==> src/hw/rtl/fixed_size_object_pool_allocator_defines.svh <==
// Assertion macros shared by the pool allocator RTL.
`ifndef FIXED_SIZE_OBJECT_POOL_ALLOCATOR_DEFINES_SVH
`define FIXED_SIZE_OBJECT_POOL_ALLOCATOR_DEFINES_SVH

// Checks a consequent in the same cycle as its antecedent.
`define FSPA_ASSERT_NOW(lbl, ante, cons) \
    lbl: assert property (@(posedge clk) disable iff (!rst_n) (ante) |-> (cons)) \
        else $error("pool allocator check failed");

// Checks a consequent in the cycle after its antecedent.
`define FSPA_ASSERT_NEXT(lbl, ante, cons) \
    lbl: assert property (@(posedge clk) disable iff (!rst_n) (ante) |=> (cons)) \
        else $error("pool allocator check failed");

`endif

==> src/hw/rtl/fspa_pkg.sv <==
package fspa_pkg;

    localparam int CNT_W  = 13;
    localparam int ADDR_W = 32;
    localparam int RAW_W  = 13;
    localparam int ALOG_W = 4;
    localparam int HEAP_W = 25;
    localparam int SLOT_W = 16;
    localparam int BASE_W = 34;
    localparam int STAT_W = 3;
    localparam int ACT_W  = 2;
    localparam int PADDR_W = 5;

    localparam logic [ACT_W-1:0] ACT_ALLOC = 2'd0;
    localparam logic [ACT_W-1:0] ACT_FREE  = 2'd1;
    localparam logic [ACT_W-1:0] ACT_ADD   = 2'd2;

    localparam logic [STAT_W-1:0] ST_DONE      = 3'd0;
    localparam logic [STAT_W-1:0] ST_COUNT_LIM = 3'd1;
    localparam logic [STAT_W-1:0] ST_HEAP_LIM  = 3'd2;
    localparam logic [STAT_W-1:0] ST_EXHAUSTED = 3'd3;
    localparam logic [STAT_W-1:0] ST_IGNORED   = 3'd4;

    localparam logic [2:0] REG_RAW_SIZE    = 3'd0;
    localparam logic [2:0] REG_ALIGN_LOG2  = 3'd1;
    localparam logic [2:0] REG_HEAP_BASE   = 3'd2;
    localparam logic [2:0] REG_HEAP_BYTES  = 3'd3;
    localparam logic [2:0] REG_CNT_LIM_ON  = 3'd4;
    localparam logic [2:0] REG_CNT_LIM     = 3'd5;
    localparam logic [2:0] REG_HEAP_LIM_ON = 3'd6;
    localparam logic [2:0] REG_HEAP_LIM    = 3'd7;

    typedef enum logic [3:0] {
        S_IDLE,
        S_DECODE,
        S_CARVE_MUL,
        S_CARVE_CHK,
        S_CARVE_WR,
        S_POP_CHK,
        S_POP_RD,
        S_POP_MUL,
        S_POP_ADDR,
        S_FREE_DIV,
        S_FREE_UPD,
        S_DONE
    } state_t;

endpackage

==> src/hw/rtl/fspa_div.sv <==
module fspa_div (
    input  logic                      clk,
    input  logic                      rst_n,
    input  logic                      start,
    input  logic [fspa_pkg::ADDR_W-1:0] dividend,
    input  logic [fspa_pkg::SLOT_W-1:0] divisor,
    output logic                      done,
    output logic [fspa_pkg::ADDR_W-1:0] quotient
);

    import fspa_pkg::*;

    logic [ADDR_W-1:0]  quo_reg, quo_next;
    logic [SLOT_W:0]    rem_reg, rem_next;
    logic [5:0]         cnt_reg, cnt_next;
    logic               busy_reg, busy_next;
    logic               done_reg, done_next;
    logic [SLOT_W+1:0]  trial;
    logic [SLOT_W:0]    shifted;

    always_comb
    begin
        shifted   = {rem_reg[SLOT_W-1:0], quo_reg[ADDR_W-1]};
        trial     = {1'b0, shifted} - {2'b0, divisor};
        quo_next  = quo_reg;
        rem_next  = rem_reg;
        cnt_next  = cnt_reg;
        busy_next = busy_reg;
        done_next = 1'b0;
        if (start)
        begin
            quo_next  = dividend;
            rem_next  = '0;
            cnt_next  = '0;
            busy_next = 1'b1;
        end
        else if (busy_reg)
        begin
            if (!trial[SLOT_W+1])
            begin
                rem_next = trial[SLOT_W:0];
                quo_next = {quo_reg[ADDR_W-2:0], 1'b1};
            end
            else
            begin
                rem_next = shifted;
                quo_next = {quo_reg[ADDR_W-2:0], 1'b0};
            end
            cnt_next = cnt_reg + 6'd1;
            if (cnt_reg == 6'(ADDR_W - 1))
            begin
                busy_next = 1'b0;
                done_next = 1'b1;
            end
        end
    end

    always_ff @(posedge clk or negedge rst_n)
    begin
        if (!rst_n)
        begin
            busy_reg <= 1'b0;
            done_reg <= 1'b0;
            cnt_reg  <= '0;
        end
        else
        begin
            busy_reg <= busy_next;
            done_reg <= done_next;
            cnt_reg  <= cnt_next;
        end
    end

    always_ff @(posedge clk)
    begin
        quo_reg <= quo_next;
        rem_reg <= rem_next;
    end

    assign done     = done_reg;
    assign quotient = quo_reg;

endmodule

==> config.mk <==
export PLATFORM = sky130hd
export DESIGN_NAME = fspa_div
export DESIGN_NICKNAME = d
export VERILOG_FILES = /design/src/hw/rtl/fixed_size_object_pool_allocator_defines.svh /design/src/hw/rtl/fspa_pkg.sv /design/src/hw/rtl/fspa_div.sv
export SDC_FILE = /design/constraint.sdc
export NUM_CORES = 1
export LEC_CHECK = 0
export BUFFER_PORTS_ARGS = -buffer_cell sky130_fd_sc_hd__buf_2
export CAP_MARGIN = 20
export CELL_PAD_IN_SITES_DETAIL_PLACEMENT = 1
export CELL_PAD_IN_SITES_GLOBAL_PLACEMENT = 1
export CORE_ASPECT_RATIO = 0.7
export CORE_MARGIN = 2
export CORE_UTILIZATION = 44
export DETAILED_ROUTE_END_ITERATION = 6
export GPL_TIMING_DRIVEN = 0
export PLACE_DENSITY_LB_ADDON = 0.1
export SYNTH_ARGS = -nofsm -noshare
export SYNTH_HDL_FRONTEND = slang
export SYNTH_SLANG_ARGS = --single-unit
export TNS_END_PERCENT = 30
==> constraint.sdc <==
create_clock -name clk -period 3.4 [get_ports clk]
set_clock_uncertainty 0.2 [all_clocks]
set_input_delay 0.17 -clock clk [delete_from_list [all_inputs] [get_ports clk]]
set_output_delay 0.17 -clock clk [all_outputs]
set_load 0.01 [all_outputs]
==> metrics.txt, run 1 <==
DRC Markers 0; Hold WC Path Type in -> async; register area share after synthesis a little under half; Post-CTS Hold Fix Bufs 33; I/O pin count 84; cell count after synthesis approximately 280; CTS buffer count 5; P per Cell Area about 350 mW/mm^2; Async S/R FF share, synth 14.3%; ANT nets after route 0; Detailed Route WL about 9.1 mm; max reg flops 32; first-pass GRT wire length roughly 15 mm; initial antenna violation count 0; LEAKAGE between 1.5 and 2 nW; clock sink count 56; Setup TNS 0 ns; initial DRC count 74; P&R area growth vs syn 31.0%; CP delay by family, top compound AO/OA/AOI/OAI gates; worst skew pair latency about 0.32 ns; max-cap violations 0; clock root buffer master clkbuf_8; core box area slightly below 0.007 sq mm; Final min period 2.68 ns; slew margin rel. between 50% and 60%; Synth warnings 0; Netlist cell types 50; Vias about 2,600; Die Area 0.00786 sq mm; Die X roughly 110 um; worst path required time 3.40 ns; vias per cell approximately 5.2; outcome completed; max-slew violation count 0; Yosys top cell by area edfxtp_1; Pre-antenna DRT Iters 4; CTS tree done; synth top area cells edfxtp_1 (31%), mux2_2 (11%), dfxtp_1 (10%), ha_1 (6.8%), dfrtp_1 (6.4%); Fin Hold WS ~0.014 ns; post-DR wirelength/cell between 15 and 20 um; cells along the critical path inv_1, ha_1, fa_1, nand2b_1, a21o_1, a21oi_1, a21boi_0, xnor2_1, mux2i_1, o21ai_0; Nets between 400 and 500; f_max roughly 370 MHz; Synth top area share 30.5%; commonest cells in the netlist edfxtp_1 (32), mux2_2 (32), nor2_1 (21); Worst EP arrival approximately 2.7 ns; Final Hold Vio Count 0; mapped cell area ~0.0031 sq mm; Final Cycle Share slightly below 80%; Syn Area/Cell 11.1 sq um; crit start category flip-flop; Final setup viols 0; WS Path Type reg -> reg; largest net degree at the start of global routing 25; clock-pin slew on the worst setup and hold paths approximately 0.12 ns; grt total ovfl 0; Initial Util a little under half; Detailed Place HPWL between 6 and 7 mm; Ant. Diodes 0; Port Buffers 82; Slew @ Worst Pin between 0.6 and 0.7 ns; dominant synthesized flop cell edfxtp_1; RSZ-0062 raised after global routing false; row count 25; gpl congestion a little under 0.8; htree depth 2; crit-path max FO 3; share of layout cells above drive strength 1 32.2%; CP peak stage delay ~0.4 ns; critical path's slowest cell fa_1; worst vdd ir ~0.00023 V; clk buf depth 2; setup repair bufs after CTS 0; #FFs+latches synth 56; Synthesized Nets around 350; Post-CTS Resized 0; Total GRT Usage between 20 and 25%; Setup crit end kind flip-flop; worst path bufs/invs 1; DIE HEIGHT 74.8 um; Post-synth EDFFs 32; vias in the first global route approximately 2,900
## stage by stage
step	std cells	instance area [sq um]	power, W	util, %	worst slack (ns)
floorplan	283	3150	0.000937	-	1.07
global placement	459	3670	0.00102	53.6	0.610
detailed placement	460	3700	0.00104	54.0	0.754
CTS	501	4120	0.00144	60.2	0.738
global route	501	4120	0.00152	60.2	0.527
finish	501	4120	0.00145	60.2	0.724
## cells by family (layout without fill, tap and decap cells)
family | after synthesis | after routing | share of synthesized area, %
XOR/XNOR | 16 | 16 | 4.45
buffers and inverters | 32 | 156 | 4.49
flip-flops | 56 | 56 | 47.1
AO/OA/AOI/OAI | 62 | 62 | 13.5
AND/OR/NAND/NOR | 57 | 57 | 8.47
multiplexers | 42 | 42 | 14.6
adder cells (fa/ha/maj) | 18 | 18 | 7.40
## worst reg2reg max path: stages, from the launching register on
cell	delay, ns
edfxtp_1	0.38
inv_1	0.06
ha_1	0.20
fa_1	0.41
nand2b_1	0.20
a21o_1	0.19
a21oi_1	0.34
a21boi_0	0.20
xnor2_1	0.15
mux2i_1	0.13
o21ai_0	0.10
## power by group
| part | internal (W) | leakage (nW) | switching (W) |
|---|---|---|---|
| Sequential | 0.000768 | 0.574 | 0.0000284 |
| Combinational | 0.000139 | 1.26 | 0.000124 |
| Clock | 0.000147 | 0.0445 | 0.000248 |
## path summary, 6_finish.rpt
path,from,end,slack (ns),cells past startpoint
min,rst_n,cnt_reg[3],0.01,2
max reg2reg,quotient[31],rem_reg[10],0.72,10
max,quotient[31],rem_reg[10],0.72,10
max in group asynchronous,rst_n,cnt_reg[1],2.78,2
min in group clk,divisor[1],rem_reg[1],0.08,3
min reg2reg,rem_reg[15],rem_reg[15],0.31,2
## layout make-up
type                    instances  area, sq um
clock inverters                 3         21.3
fillers                       760         2730
flip-flops and latches         56         1480
multi-input cells             195         1520
clock buffers                   5         68.8
inverters                      20         75.1
well taps                      94          118
repair buffers                116          768
plain buffers                  12         66.3
## cell usage in the layout (no fill, tap or decap), drive strengths merged, types with 4 or more instances in the layout
master       count
buf             85
dlygate4sd3     33
mux2            32
edfxtp          32
nor2            21
inv             21
ha              17
a21oi           17
dfxtp           16
nand2           15
clkbuf          15
o21ai           11
mux2i           10
xor2             8
xnor2            8
dfrtp            8
a211oi           7
a21o             4
nand3            4
nand2b           4
## per-layer routing
| metal | track usage (%) | routed length [um] |
|---|---|---|
| met5 | 0 | 0 |
| met4 | 5.04 | 91 |
| met3 | 4.16 | 270 |
| met2 | 46.4 | 4780 |
| met1 | 30.1 | 3910 |
Power figures use the tool's default switching activity.
==> run 2: changes to the inputs <==
--- a/config.mk
+++ b/config.mk
@@ -5,13 +5,14 @@
 export SDC_FILE = /design/constraint.sdc
 export NUM_CORES = 1
 export LEC_CHECK = 0
+export ABC_AREA = 1
 export BUFFER_PORTS_ARGS = -buffer_cell sky130_fd_sc_hd__buf_2
 export CAP_MARGIN = 20
 export CELL_PAD_IN_SITES_DETAIL_PLACEMENT = 1
 export CELL_PAD_IN_SITES_GLOBAL_PLACEMENT = 1
 export CORE_ASPECT_RATIO = 0.7
 export CORE_MARGIN = 2
-export CORE_UTILIZATION = 44
+export CORE_UTILIZATION = 39
 export DETAILED_ROUTE_END_ITERATION = 6
 export GPL_TIMING_DRIVEN = 0
 export PLACE_DENSITY_LB_ADDON = 0.1
==> constraint.sdc (replaced) <==
create_clock -name clk -period 2.7 [get_ports clk]
set_clock_uncertainty 0.2 [all_clocks]
set_input_delay 0.135 -clock clk [delete_from_list [all_inputs] [get_ports clk]]
set_output_delay 0.135 -clock clk [all_outputs]
set_load 0.01 [all_outputs]
==> run 2 against run 1 <==
- die area rose by 27%
- non-clock buffer count fell by 1
- utilization fell by 9.1 points
- global-route usage fell by 1.7 points
- combinational power rose to 6.0 times the previous value
- sequential power rose by 44%
- clock power rose by 62%
- maximum frequency rose by 16%
- power rose by 130%
- register-to-register slack got worse by 0.32 ns
- critical path depth rose by 3
- highest routed layer unchanged
==> metrics.txt, run 2 <==
combinational family with the most area after synthesis simple AND/OR/NAND/NOR gates; dominant synthesized flop cell edfxtp_1; Final setup viols 0 (unchanged); cells along the critical path inv_1, ha_1, fa_1, inv_1, nand3_1, nand3_1, nand3_1, nand3_1, nand2_1, nand2_1, nand2_1, nand3_1, nand2_1; Post-synth EDFFs 32 (unchanged); XOR/XNOR share of the synthesized area 1.47% (-3.0 points); synth top area cells edfxtp_1 (27%), nand2_1 (22%), dfxtp_1 (9.0%), inv_1 (7.2%), nand3_1 (6.2%); Detailed Route WL 10.9 mm (+20%); Fillers 1,195 (+57%); Final Cycle Share 85.2% (+6.5 points); Initial Util 39.8% (-6.2 points); vias per cell 4.79 (-8.3%); first-pass GRT wire length 18.0 mm (+22%); WS Path Type reg -> reg; crit-path max FO 3 (unchanged); P per Cell Area 729 mW/mm^2 (+110%); CP peak stage delay 0.41 ns (about the same); RSZ-0062 raised after global routing false; mapped cell area 0.00358 sq mm (+14%); row count 29 (+16%); Place WS 0.376 ns (-0.378 ns); critical path's slowest cell fa_1; Netlist cell types 34 (-32%); clk buf depth 2 (unchanged); Post-CTS Resized 0 (unchanged); mux cell area share after synthesis 0% (-15 points); Syn Area/Cell 7.27 sq um (-35%); Setup TNS 0 ns (unchanged); CTS tree done; Post-Synth Adder-Cell Area 6.50% (-0.89 points); Worst R2R Path Depth 13 (+3); final worst setup slack 0.401 ns (-0.323 ns); cell count after synthesis 492 (+74%); most frequent cells in the layout nand2_1 (206), buf_2 (83), inv_1 (68); LEAKAGE 2.50 nW (+34%); Async S/R FF share, synth 14.3% (unchanged); CTS buffer count 5 (unchanged); Hold WC Path Type in -> async; count leader, synth nand2_1; Synthesized Nets 561 (+59%); clock root buffer master clkbuf_16; largest net degree at the start of global routing 40 (+60%); ANT nets after route 0 (unchanged); worst path required time 2.69 ns (-0.71 ns); slew margin rel. 46.2% (-9.1 points); share of layout cells above drive strength 1 18.1% (-14 points); DRC Markers 0 (unchanged); Nets 682 (+44%); Final Hold Vio Count 0 (unchanged); Vias 3,537 (+35%); Final min period 2.30 ns (-0.377 ns); Slew @ Worst Pin 0.805 ns (+0.137 ns); clock sink count 56 (unchanged); max reg flops 32 (unchanged); commonest cells in the netlist nand2_1 (206), inv_1 (69), nand3_1 (44); Port Buffers 82 (unchanged); clock-pin slew on the worst setup and hold paths 0.07 ns (-0.05 ns); I/O pin count 84 (unchanged); flop2flop setup slack 0.40 ns (-0.32 ns); f_max 435 MHz (+16%); initial DRC count 185 (+150%); Synth warnings 0 (unchanged); outcome completed; worst skew pair latency 0.30 ns (-0.02 ns); post-DR wirelength/cell 14.7 um (-18%); Final Util 51.1% (-9.1 points); Yosys top cell by area edfxtp_1; register area share after synthesis 41.4% (-5.7 points); grt total ovfl 0 (unchanged); initial antenna violation count 0 (unchanged); Die Area 0.00997 sq mm (+27%); gpl congestion 0.823 (+6.2%); Ant. Diodes 0 (unchanged); P&R area growth vs syn 28.6%; R2R Path End rem_reg[12]; vias in the first global route 3,561 (+23%); Total GRT Usage 22.8% (-1.7 points); Pre-antenna DRT Iters 6 (+2); most common cell after layout, fill and taps aside nand2_1; R2R Path Start quotient[31]; max-cap violations 0 (unchanged); Die X 118 um (+13%); crit start category flip-flop; #FFs+latches synth 56 (unchanged); Setup crit end kind flip-flop; simple-gate share of the synthesized area 37.0% (+29 points); max-slew violation count 0 (unchanged); Most common cell on crit path nand3_1; core box area 0.00900 sq mm (+31%); complex-gate fraction of the synthesized area 4.48% (-9.0 points); DIE HEIGHT 84.1 um (+13%); worst vdd ir 0.000332 V (+45%); Worst EP arrival 2.29 ns (-0.38 ns); Detailed Place HPWL 7.94 mm (+28%); htree depth 2 (unchanged); Synth top area share 26.9% (-3.7 points)
-- run 2: changes by cell type after synthesis, moves of 5 or more --
| cell | change |
|---|---|
| a211oi_1 | -7 |
| inv_1 | +49 |
| mux2_2 | -32 |
| mux2i_1 | -10 |
| nand2_1 | +191 |
| nand3_1 | +40 |
| nand3_2 | +6 |
| nand3b_1 | +5 |
| nand4_1 | +5 |
| xor2_1 | -6 |
-- run 2: routing by layer --
metal | vias to the layer above | share of wire [%] | global-route usage [%]
met5 | - | 0 | 0
met4 | 0 | 1.7 | 5.09
met3 | 14 | 2.8 | 3.74
met2 | 52 | 45 | 36.9
met1 | 1670 | 51 | 32.4
li1 | 1801 | - | -
-- run 2: worst max-delay path by stage --
stage                              end  slack (ns)  depth (start not counted)    startpoint
final                      rem_reg[12]        0.40                         13  quotient[31]
after global routing       rem_reg[12]        0.18                         13  quotient[31]
after CTS                  rem_reg[12]        0.37                         13  quotient[31]
after global placement    quotient[13]        0.40                          3         start
after detailed placement   rem_reg[12]        0.38                         13  quotient[31]
after floorplan            rem_reg[12]        0.70                         13  quotient[31]
-- run 2: area by class of cell --
type / count / area [sq um] / area share, %
inverters: 69 / 259 / 5.63
flip-flops and latches: 56 / 1480 / 32.2
plain buffers: 13 / 68.8 / 1.50
clock buffers: 7 / 133 / 2.88
well taps: 124 / 155 / 3.37
repair buffers: 114 / 731 / 15.9
multi-input cells: 354 / 1770 / 38.5
clock inverters: 1 / 3.75 / 0.0816
-- run 2: worst max-delay path: cells and delay by family, from the launching register on --
kind,cells,cell delay [ns]
adders and majority gates,2,0.62
DFF,1,0.37
and+or+nand+nor,9,0.82
buffers and inverters,2,0.18
-- run 2: cells by family (layout without fill, tap and decap cells) --
family | after synthesis | in the layout
xor gates and xnor gates | 6 | 6
AOI/OAI and AO/OA | 28 | 28
buffers and inverters | 82 | 204
DFF | 56 | 56
adders and majority gates | 18 | 18
and+or+nand+nor | 302 | 302
-- run 2: stage by stage --
step,cell area [sq um],instances,hold slack (ns),total power [W]
finish,4600,738,0.00662,0.00336
global route,4600,738,0.0161,0.00364
CTS,4600,738,0.00505,0.00337
detailed placement,4140,698,-0.209,0.00269
global placement,4140,698,-0.212,0.00263
floorplan,3580,492,-0.361,0.00226
-- run 2: repair_timing --
item / 4_1_cts / 5_1_grt
buffers inserted: 0 / 0
hold endpoints to repair: 39 / 0
hold buffers: 32 / 0
-- run 2: power breakdown --
group / total (W) / switching [W] / internal [W]
logic: 0.00157 / 0.000958 / 0.000608
registers: 0.00115 / 0.0000984 / 0.00105
clock network: 0.000640 / 0.000297 / 0.000343
